==> config.mk <==
export PLATFORM = sky130hd
export DESIGN_NAME = modbus_read_response_checker_unit
export DESIGN_NICKNAME = d
export VERILOG_FILES = /design/src/mrrc_pkg.sv /design/src/mrrc_front.sv /design/src/mrrc_queue.sv /design/src/mrrc_back.sv /design/src/modbus_read_response_checker_unit.sv
export SDC_FILE = /design/constraint.sdc
export NUM_CORES = 1
export LEC_CHECK = 0
export BUFFER_PORTS_ARGS = -buffer_cell sky130_fd_sc_hd__buf_2
export CELL_PAD_IN_SITES_DETAIL_PLACEMENT = 1
export CELL_PAD_IN_SITES_GLOBAL_PLACEMENT = 1
export CORE_ASPECT_RATIO = 0.8
export CORE_UTILIZATION = 45
export DETAILED_ROUTE_END_ITERATION = 8
export GPL_ROUTABILITY_DRIVEN = 0
export GPL_TIMING_DRIVEN = 0
export PLACE_DENSITY = 0.76
export SYNTH_ARGS = -nofsm -noshare
export SYNTH_HDL_FRONTEND = slang
export SYNTH_SLANG_ARGS = --single-unit
==> constraint.sdc <==
create_clock -name clock -period 8.3 [get_ports clock]
set_input_delay 1.66 -clock clock [delete_from_list [all_inputs] [get_ports clock]]
set_output_delay 1.66 -clock clock [all_outputs]
set_load 0.01 [all_outputs]
==> src/mrrc_pkg.sv <==
// mrrc_pkg: shared types, codes and the crc-16 byte update for the modbus
// read response checker; no dependencies
package mrrc_pkg;

   // result kinds
   localparam logic KIND_VALUE  = 1'b0;
   localparam logic KIND_STATUS = 1'b1;

   // frame status codes
   localparam logic [3:0] STATUS_OK        = 4'd0;
   localparam logic [3:0] STATUS_SHORT     = 4'd1;
   localparam logic [3:0] STATUS_LENGTH    = 4'd2;
   localparam logic [3:0] STATUS_CRC       = 4'd3;
   localparam logic [3:0] STATUS_ADDRESS   = 4'd4;
   localparam logic [3:0] STATUS_FUNCTION  = 4'd5;
   localparam logic [3:0] STATUS_BYTECOUNT = 4'd6;
   localparam logic [3:0] STATUS_REGCOUNT  = 4'd7;
   localparam logic [3:0] STATUS_EXCEPTION = 4'd8;

   // configuration register indexes
   localparam logic CSR_UNIT_ADDR = 1'b0;
   localparam logic CSR_REG_QTY   = 1'b1;

   localparam logic [7:0] RESET_UNIT_ADDR = 8'd1;
   localparam logic [6:0] RESET_REG_QTY   = 7'd1;

   // protocol constants
   localparam logic [15:0] CRC_INIT  = 16'hFFFF;
   localparam logic [15:0] CRC_POLY  = 16'hA001;
   localparam logic [7:0]  FUNC_READ = 8'h03;
   localparam logic [7:0]  EXC_FLAG  = 8'h80;
   localparam logic [8:0]  MIN_LEN   = 9'd5;
   localparam logic [8:0]  POS_MAX   = 9'd511;
   localparam logic [8:0]  DATA_START = 9'd3;

   localparam int DEF_MAX_REGISTERS = 125;
   localparam int DEF_QUEUE_DEPTH   = 2;

   // one entry between front and back
   typedef struct packed {
      logic        kind;
      logic [15:0] value;
      logic [6:0]  index;
      logic        crc_ok;
      logic [7:0]  address;
      logic [7:0]  func;
      logic [7:0]  count;
      logic [8:0]  len;
   } mrrc_entry_type;

   // queue handshake: not_empty toward the back end, full toward the front end
   typedef struct packed {
      logic not_empty;
      logic full;
   } mrrc_queue_status_type;

   // crc-16/modbus, reflected, one byte
   function automatic logic [15:0] crc_update(input logic [15:0] crc,
                                              input logic [7:0] data);
      logic [15:0] c;
      c = crc ^ {8'h00, data};
      for (int i = 0; i < 8; i++) begin
         if (c[0]) c = (c >> 1) ^ CRC_POLY;
         else      c = c >> 1;
      end
      return c;
   endfunction

endpackage

==> src/mrrc_front.sv <==
// mrrc_front: takes frame bytes, runs the crc and frame counters and turns
// each byte that causes a result into a queue entry; uses mrrc_pkg
module mrrc_front (
   input  logic                     clock,
   input  logic                     reset,
   input  logic                     req_valid,
   output logic                     req_stall,
   input  logic [7:0]               req_data_byte,
   input  logic                     req_end_of_frame,
   input  logic                     queue_full,
   output logic                     push,
   output mrrc_pkg::mrrc_entry_type push_entry
);

   logic [15:0] crc_ff, crc_in;
   logic [8:0]  pos_ff, pos_in;
   logic [7:0]  addr_ff, addr_in;
   logic [7:0]  func_ff, func_in;
   logic [7:0]  count_ff, count_in;
   logic [7:0]  pend_ff, pend_in;
   logic [6:0]  index_ff, index_in;

   logic        accept;
   logic [15:0] crc_next;
   logic [8:0]  len;
   logic        in_region;
   logic        emit;

   assign req_stall = queue_full;
   assign accept    = req_valid && !req_stall;

   always_comb begin
      crc_next  = mrrc_pkg::crc_update(crc_ff, req_data_byte);
      len       = (pos_ff == mrrc_pkg::POS_MAX) ? pos_ff : pos_ff + 9'd1;
      in_region = (pos_ff >= mrrc_pkg::DATA_START) &&
                  ({1'b0, pos_ff} < {1'b0, mrrc_pkg::DATA_START} + {2'b00, count_ff});
      emit      = in_region && !pos_ff[0] && !req_end_of_frame;

      addr_in  = (pos_ff == 9'd0) ? req_data_byte : addr_ff;
      func_in  = (pos_ff == 9'd1) ? req_data_byte : func_ff;
      count_in = (pos_ff == 9'd2) ? req_data_byte : count_ff;
      crc_in   = crc_next;
      pos_in   = len;
      pend_in  = (in_region && pos_ff[0]) ? req_data_byte : pend_ff;
      index_in = emit ? index_ff + 7'd1 : index_ff;

      push_entry.kind    = req_end_of_frame ? mrrc_pkg::KIND_STATUS : mrrc_pkg::KIND_VALUE;
      push_entry.value   = {pend_ff, req_data_byte};
      push_entry.index   = index_ff;
      push_entry.crc_ok  = (crc_next == 16'h0000);
      push_entry.address = addr_in;
      push_entry.func    = func_in;
      push_entry.count   = count_in;
      push_entry.len     = len;

      push = accept && (req_end_of_frame || emit);
   end

   always_ff @(posedge clock) begin
      if (reset || (accept && req_end_of_frame)) begin
         crc_ff   <= mrrc_pkg::CRC_INIT;
         pos_ff   <= '0;
         addr_ff  <= '0;
         func_ff  <= '0;
         count_ff <= '0;
         pend_ff  <= '0;
         index_ff <= '0;
      end else if (accept) begin
         crc_ff   <= crc_in;
         pos_ff   <= pos_in;
         addr_ff  <= addr_in;
         func_ff  <= func_in;
         count_ff <= count_in;
         pend_ff  <= pend_in;
         index_ff <= index_in;
      end
   end

endmodule

==> src/mrrc_queue.sv <==
// mrrc_queue: short first-in first-out queue of front-end entries;
// uses mrrc_pkg for the entry type
module mrrc_queue #(
   parameter int DEPTH = mrrc_pkg::DEF_QUEUE_DEPTH
) (
   input  logic                            clock,
   input  logic                            reset,
   input  logic                            push,
   input  mrrc_pkg::mrrc_entry_type        push_entry,
   input  logic                            pop,
   output mrrc_pkg::mrrc_entry_type        head_entry,
   output mrrc_pkg::mrrc_queue_status_type status
);

   localparam int PTR_W = (DEPTH > 1) ? $clog2(DEPTH) : 1;
   localparam int CNT_W = $clog2(DEPTH + 1);

   mrrc_pkg::mrrc_entry_type mem [DEPTH];

   logic [PTR_W-1:0] wr_ptr_ff, wr_ptr_in;
   logic [PTR_W-1:0] rd_ptr_ff, rd_ptr_in;
   logic [CNT_W-1:0] count_ff, count_in;

   always_comb begin
      status.not_empty = (count_ff != '0);
      status.full      = (count_ff == CNT_W'(DEPTH));
      head_entry       = mem[rd_ptr_ff];

      wr_ptr_in = wr_ptr_ff;
      rd_ptr_in = rd_ptr_ff;
      count_in  = count_ff;
      if (push) begin
         wr_ptr_in = (wr_ptr_ff == PTR_W'(DEPTH - 1)) ? '0 : wr_ptr_ff + 1'b1;
      end
      if (pop) begin
         rd_ptr_in = (rd_ptr_ff == PTR_W'(DEPTH - 1)) ? '0 : rd_ptr_ff + 1'b1;
      end
      if (push && !pop) count_in = count_ff + 1'b1;
      else if (pop && !push) count_in = count_ff - 1'b1;
   end

   always_ff @(posedge clock) begin
      if (push) begin
         mem[wr_ptr_ff] <= push_entry;
      end
   end

   always_ff @(posedge clock) begin
      if (reset) begin
         wr_ptr_ff <= '0;
         rd_ptr_ff <= '0;
         count_ff  <= '0;
      end else begin
         wr_ptr_ff <= wr_ptr_in;
         rd_ptr_ff <= rd_ptr_in;
         count_ff  <= count_in;
      end
   end

endmodule

==> src/mrrc_back.sv <==
// mrrc_back: holds the configuration, grades frame status from queue entries
// and drives the registered result channel; uses mrrc_pkg
module mrrc_back #(
   parameter int MAX_REGISTERS = mrrc_pkg::DEF_MAX_REGISTERS
) (
   input  logic                            clock,
   input  logic                            reset,
   input  logic                            csr_write_enable,
   input  logic                            csr_index,
   input  logic [7:0]                      csr_write_data,
   input  mrrc_pkg::mrrc_entry_type        head_entry,
   input  mrrc_pkg::mrrc_queue_status_type status,
   output logic                            pop,
   output logic                            rsp_valid,
   input  logic                            rsp_stall,
   output logic                            rsp_result_kind,
   output logic [15:0]                     rsp_register_value,
   output logic [6:0]                      rsp_register_index,
   output logic [3:0]                      rsp_status_code,
   output logic [7:0]                      rsp_exc_code,
   output logic                            rsp_frame_done
);

   localparam logic [6:0] MAX_REG = 7'(MAX_REGISTERS);

   logic [7:0]  slave_addr_ff;
   logic [6:0]  reg_count_ff;

   logic        valid_ff, valid_in;
   logic        kind_ff, kind_in;
   logic [15:0] value_ff, value_in;
   logic [6:0]  index_ff, index_in;
   logic [3:0]  code_ff, code_in;
   logic [7:0]  exc_ff, exc_in;

   logic [3:0]  grade;
   logic [7:0]  grade_exc;
   logic [8:0]  expected_len;

   always_ff @(posedge clock) begin
      if (reset) begin
         slave_addr_ff <= mrrc_pkg::RESET_UNIT_ADDR;
         reg_count_ff  <= mrrc_pkg::RESET_REG_QTY;
      end else if (csr_write_enable) begin
         case (csr_index)
            mrrc_pkg::CSR_UNIT_ADDR: slave_addr_ff <= csr_write_data;
            mrrc_pkg::CSR_REG_QTY:   reg_count_ff  <= csr_write_data[6:0];
            default: ;
         endcase
      end
   end

   // status check in fixed priority order
   always_comb begin
      expected_len = {1'b0, head_entry.count} + mrrc_pkg::MIN_LEN;
      grade_exc    = 8'h00;
      if (head_entry.len < mrrc_pkg::MIN_LEN) begin
         grade = mrrc_pkg::STATUS_SHORT;
      end else if (!head_entry.crc_ok) begin
         grade = mrrc_pkg::STATUS_CRC;
      end else if (head_entry.address != slave_addr_ff) begin
         grade = mrrc_pkg::STATUS_ADDRESS;
      end else if (head_entry.func == (mrrc_pkg::FUNC_READ | mrrc_pkg::EXC_FLAG)) begin
         if (head_entry.len != mrrc_pkg::MIN_LEN) begin
            grade = mrrc_pkg::STATUS_LENGTH;
         end else begin
            grade     = mrrc_pkg::STATUS_EXCEPTION;
            grade_exc = head_entry.count;
         end
      end else if (head_entry.func != mrrc_pkg::FUNC_READ) begin
         grade = mrrc_pkg::STATUS_FUNCTION;
      end else if (head_entry.len != expected_len) begin
         grade = mrrc_pkg::STATUS_LENGTH;
      end else if (head_entry.count == 8'h00 || head_entry.count[0]) begin
         grade = mrrc_pkg::STATUS_BYTECOUNT;
      end else if (reg_count_ff == 7'd0 || reg_count_ff > MAX_REG ||
                   head_entry.count != {reg_count_ff, 1'b0}) begin
         grade = mrrc_pkg::STATUS_REGCOUNT;
      end else begin
         grade = mrrc_pkg::STATUS_OK;
      end
   end

   always_comb begin
      pop      = status.not_empty && (!valid_ff || !rsp_stall);
      valid_in = valid_ff && rsp_stall;
      kind_in  = kind_ff;
      value_in = value_ff;
      index_in = index_ff;
      code_in  = code_ff;
      exc_in   = exc_ff;
      if (pop) begin
         valid_in = 1'b1;
         kind_in  = head_entry.kind;
         if (head_entry.kind == mrrc_pkg::KIND_STATUS) begin
            value_in = 16'h0000;
            index_in = 7'd0;
            code_in  = grade;
            exc_in   = grade_exc;
         end else begin
            value_in = head_entry.value;
            index_in = head_entry.index;
            code_in  = mrrc_pkg::STATUS_OK;
            exc_in   = 8'h00;
         end
      end
   end

   always_ff @(posedge clock) begin
      if (reset) valid_ff <= 1'b0;
      else       valid_ff <= valid_in;
   end

   always_ff @(posedge clock) begin
      kind_ff  <= kind_in;
      value_ff <= value_in;
      index_ff <= index_in;
      code_ff  <= code_in;
      exc_ff   <= exc_in;
   end

   assign rsp_valid          = valid_ff;
   assign rsp_result_kind    = kind_ff;
   assign rsp_register_value = value_ff;
   assign rsp_register_index = index_ff;
   assign rsp_status_code    = code_ff;
   assign rsp_exc_code       = exc_ff;
   assign rsp_frame_done     = (kind_ff == mrrc_pkg::KIND_STATUS);

endmodule

==> src/modbus_read_response_checker_unit.sv <==
// modbus_read_response_checker_unit: top level of the modbus rtu read
// holding registers response checker; uses mrrc_pkg, mrrc_front, mrrc_queue, mrrc_back
//
//   channel   direction  handshake          payload
//   req_      in         valid / stall      data_byte, end_of_frame
//   rsp_      out        valid / stall      result_kind, register_value,
//                                           register_index, status_code,
//                                           exc_code, frame_done
//   csr_      in         write_enable       index, write_data
//
// one byte per cycle while the queue is not full; the crc byte update and field
// capture sit in the front stage, so a transaction taken on req_ is written into
// the queue and then into the back's output register before it is offered on rsp_
// the front stalls only while the queue (two entries by default) is full, so rsp_stall
// reaches req_stall only through the registered queue count and never combinationally
// reset is synchronous; no clearing pass
module modbus_read_response_checker_unit #(
   parameter int MAX_REGISTERS = mrrc_pkg::DEF_MAX_REGISTERS,
   parameter int QUEUE_DEPTH   = mrrc_pkg::DEF_QUEUE_DEPTH
) (
   input  logic        clock,
   input  logic        reset,
   // byte input
   input  logic        req_valid,
   output logic        req_stall,
   input  logic [7:0]  req_data_byte,
   input  logic        req_end_of_frame,
   // results
   output logic        rsp_valid,
   input  logic        rsp_stall,
   output logic        rsp_result_kind,
   output logic [15:0] rsp_register_value,
   output logic [6:0]  rsp_register_index,
   output logic [3:0]  rsp_status_code,
   output logic [7:0]  rsp_exc_code,
   output logic        rsp_frame_done,
   // configuration writes
   input  logic        csr_write_enable,
   input  logic        csr_index,
   input  logic [7:0]  csr_write_data
);

   // front to queue
   logic                            push;
   mrrc_pkg::mrrc_entry_type        push_entry;
   // queue to back
   logic                            pop;
   mrrc_pkg::mrrc_entry_type        head_entry;
   mrrc_pkg::mrrc_queue_status_type queue_status;

   // front: crc, byte counter, header capture, pairing of data bytes
   mrrc_front u_front (
      .clock            (clock),
      .reset            (reset),
      .req_valid        (req_valid),
      .req_stall        (req_stall),
      .req_data_byte    (req_data_byte),
      .req_end_of_frame (req_end_of_frame),
      .queue_full       (queue_status.full),
      .push             (push),
      .push_entry       (push_entry)
   );

   // only bytes that cause a result take a slot
   mrrc_queue #(
      .DEPTH (QUEUE_DEPTH)
   ) u_queue (
      .clock      (clock),
      .reset      (reset),
      .push       (push),
      .push_entry (push_entry),
      .pop        (pop),
      .head_entry (head_entry),
      .status     (queue_status)
   );

   // back: status grading against the configuration and the output register
   mrrc_back #(
      .MAX_REGISTERS (MAX_REGISTERS)
   ) u_back (
      .clock              (clock),
      .reset              (reset),
      .csr_write_enable   (csr_write_enable),
      .csr_index          (csr_index),
      .csr_write_data     (csr_write_data),
      .head_entry         (head_entry),
      .status             (queue_status),
      .pop                (pop),
      .rsp_valid          (rsp_valid),
      .rsp_stall          (rsp_stall),
      .rsp_result_kind    (rsp_result_kind),
      .rsp_register_value (rsp_register_value),
      .rsp_register_index (rsp_register_index),
      .rsp_status_code    (rsp_status_code),
      .rsp_exc_code       (rsp_exc_code),
      .rsp_frame_done     (rsp_frame_done)
   );

endmodule
==> summary.txt <==
Status
  • Status: completed

STA
  • Worst slew pin tran: 0.924 ns
  • Fmax: 221 MHz
  • Unrepaired setup endpoints after global routing: false
  • Final Skew: 0.0125 ns
  • Max_slew headroom: 0.378
  • Final setup fails: 0
  • Final Cycle Share: 0.546
  • Fin Setup TNS: 0 ns
  • Max-slew violations: 0
  • Minimum clock period: 4.53 ns
  • Final Hold Violating Endpoints: 0

Synthesis
  • Synth top area share: 0.435
  • Syn nets: 934
  • Ys flop type: edfxtp_1
  • Syn_area_per_cell: 11.8 sq um
  • Async set-reset flop share out of synthesis: 0
  • Post-synthesis sequential area ratio: 0.597
  • Count leader, synth: edfxtp_1
  • Netlist cell types: 58
  • Post-synth top area cell: edfxtp_1
  • Yosys warns: 0
  • Mapped cell area: 0.0105 sq mm
  • Post-synth EDFFs: 152
  • Synth area leaders: edfxtp_1 (43%), dfxtp_1 (16%), mux2i_1 (5.0%)
  • Post-synth top cells: edfxtp_1 (152), nand2_1 (92), dfxtp_1 (85), a21oi_1 (64), nor2_1 (54)
  • Cell count after synthesis: 893
  • Yosys reg bits: 237

CTS
  • CTS max path bufs: 3
  • Clk_lat worst skew: 0.53 ns
  • Setup Fix Bufs, Post-CTS: 0
  • H-tree Lvls: 1
  • Post-CTS sizing: 0
  • CTS tree: done
  • Inserted Clock Buffers: 25
  • Hold-fix buffer count after cts: 0
  • Root Buffer: clkbuf_16
  • Worst-path clk slew: 0.06 ns
  • Clock sink total: 237

Critical path
  • Buf/Inv on CP: 2
  • Largest delay share family, worst path: simple AND/OR/NAND/NOR gates
  • WS Path Type: primary input to flop
  • Worst Path Required: 8.49 ns
  • Reg2Reg Depth: 12
  • Critical path cell sequence: buf_2, clkbuf_1, xnor2_1, xnor2_1, xnor2_1, xnor2_1, ha_1, nor4b_1, nand4_1, nor4_1
  • Slowest-stage cell, CP: nor4_1
  • Crit-path max FO: 8
  • Critical Path Start Type: primary input
  • Most common cell on crit path: xnor2_1
  • Crit. End Element: flop
  • WP data arrival: 4.72 ns
  • Critical Path Max Stage Delay: 0.81 ns
  • Crit path depth: 10

Floorplan
  • Placeable Area: 0.0227 sq mm
  • Die H: 139 um
  • Die ar.: 0.0239 sq mm
  • Die X: 173 um
  • Io pins: 62
  • Row count: 49
  • Starting density of the core: 0.463

Layout
  • Non-Filler Instances: 1308
  • Fill cells: 2421
  • Nets: 1022
  • Area of the multi-input gates: 0.00395 sq mm
  • Final instance area: 0.0121 sq mm
  • Area Overhead vs Synth: 15.1%
  • Layout cells sized above 1: 0.171
  • Register Area: 0.00627 sq mm

Flow run
  • Max_cap viols: 0

Detailed routing
  • WL final: 25.9 mm
  • ANT nets after route: 0
  • Via Count: 7158
  • Drt wl/cell: 19.8 um
  • Vias per cell: 5.47
  • DRT Pass-1 Iters: 5
  • Number of remaining DRC errors: 0
  • DRT iter0 DRCs: 486

Power
  • Flop pwr share: 0.418
  • Combinational fraction of design power: 0.283
  • Pint: 2.59 mW
  • Sw Share: 0.318
  • Cell Pwr Density: 315 mW/mm^2
  • Switching power: 1.21 mW
  • Clock power share: 0.299
  • Peak supply drop: 0.145 mV
  • Pleak: 4.39 nW

Global routing
  • GRT overflow: 0
  • Met1 usage: 0.307
  • Global route hottest layer: met2
  • GRT Util Overall: 0.218
  • Met2 Use GR: 0.359
  • Initial antenna violation count: 1
  • Vias in the first global route: 7446
  • First-pass GRT wire length: 41.0 mm
  • Largest net degree at the start of global routing: 59
  • GR Util met3: 0.0343

Placement
  • Port Buffers: 58
  • Hpwl dp: 18.2 mm
  • Dpl cell area: 0.0112 sq mm
  • Placed Cells incl. Taps: 1260

Min path
  • Hold path cells: 0
  • HP Class: flop to flop
[logic make-up (layout without fill, tap and decap cells)]
group,Yosys count,count (layout),share of synthesized area
AND/OR/NAND/NOR,270,270,0.129
flip-flops,237,237,0.597
AO/OA/AOI/OAI,152,152,0.0845
multiplexers,79,79,0.0785
XOR/XNOR,74,74,0.0617
buffers and inverters,63,170,0.0275
adder cells (fa/ha/maj),18,18,0.0215
other,0,2,0
[state kept, by name (all words and copies together), names as in the netlist, 8 cells and up, named ones only]
| register | count |
|---|---|
| u_queue.mem | 116 |
| u_back.rsp_register_value | 16 |
| u_front.crc_ff | 16 |
| u_front.pos_ff | 9 |
| u_back.rsp_exc_code | 8 |
| u_back.slave_addr_ff | 8 |
| u_front.addr_ff | 8 |
| u_front.count_ff | 8 |
| u_front.func_ff | 8 |
| u_front.pend_ff | 8 |
[per-stage QoR]
stage          setup slack, ns  power [mW]   util  hold WS (ns)
2_1_floorplan             2.85        2.35      -         0.419
3_3_place_gp             0.972        2.64  0.492         0.433
3_5_place_dp              3.30        2.69  0.496         0.448
4_1_cts                   3.81        3.84  0.532         0.460
5_1_grt                   3.57        3.99  0.532         0.478
6_report                  3.77        3.81  0.533         0.458
[area by class of cell]
type | instances | share of cell area
Sequential cell | 237 | 0.519
Multi-Input combinational cell | 593 | 0.327
Clock buffer | 36 | 0.0577
Tap cell | 306 | 0.0317
Timing Repair Buffer | 61 | 0.0290
Buffer | 49 | 0.0196
Clock inverter | 10 | 0.0115
Inverter | 14 | 0.00435
Antenna cell | 2 | 0.000414
[power by group through the flow]
stage / logic (mW) / clock network, mW / registers, mW
after global placement: 1.02 / 0 / 1.62
after global routing: 1.18 / 1.21 / 1.61
after floorplan: 0.707 / 0 / 1.64
final: 1.08 / 1.14 / 1.59
after CTS: 1.08 / 1.16 / 1.59
after detailed placement: 1.08 / 0 / 1.62
[worst register-to-register path: stages (launching register included)]
cell and delay (ns):
dfxtp_1 0.42, inv_1 0.07, ha_1 0.23, nor2_1 0.17, and3_1 0.24, xnor2_1 0.15, ha_1 0.28, a21o_1 0.16
a21oi_1 0.18, o22ai_1 0.21, o21a_1 0.33, inv_1 0.12, and2_4 0.73
[cell usage in the layout (no fill, tap or decap), types with 4 or more instances in the layout]
master and count:
clkbuf_16 25, nand2b_1 7, nor4_1 10, nor3_1 4, o22ai_1 4, dfxtp_1 85
buf_6 5, mux2i_1 52, o211ai_1 8, mux2_2 27, xor2_1 25, a21oi_1 64
buf_2 65, a31oi_1 4, nand2_1 92, a21o_1 4, nand3_1 35, edfxtp_1 152
and3_1 8, nor2_1 53, clkbuf_1 42, nand4_1 10, and2_1 5, nor2b_1 4
ha_1 18, o21ai_0 45, nor2_2 11, xnor2_1 49, inv_1 13, or4_1 4
[per-layer routing]
layer  up-vias  wire, um
met5         -         0
met4         0       316
met3        24      1150
met2       141     12200
met1      3571     12300
li1       3422         -
[final timing paths]
path	startpoint	to	slack, ns
setup / recovery	req_data_byte[2]	u_queue.mem[1][33]$_DFFE_PP_	3.77
hold / removal	u_front.pend_ff[2]$_SDFFE_PP0P_	u_queue.mem[0][51]$_DFFE_PP_	0.46
setup reg to reg	u_front.count_ff[0]$_SDFFE_PP0P_	u_queue.mem[1][18]$_DFFE_PP_	4.61
hold reg to reg	u_front.pend_ff[2]$_SDFFE_PP0P_	u_queue.mem[0][51]$_DFFE_PP_	0.46
Power figures use the tool's default switching activity.
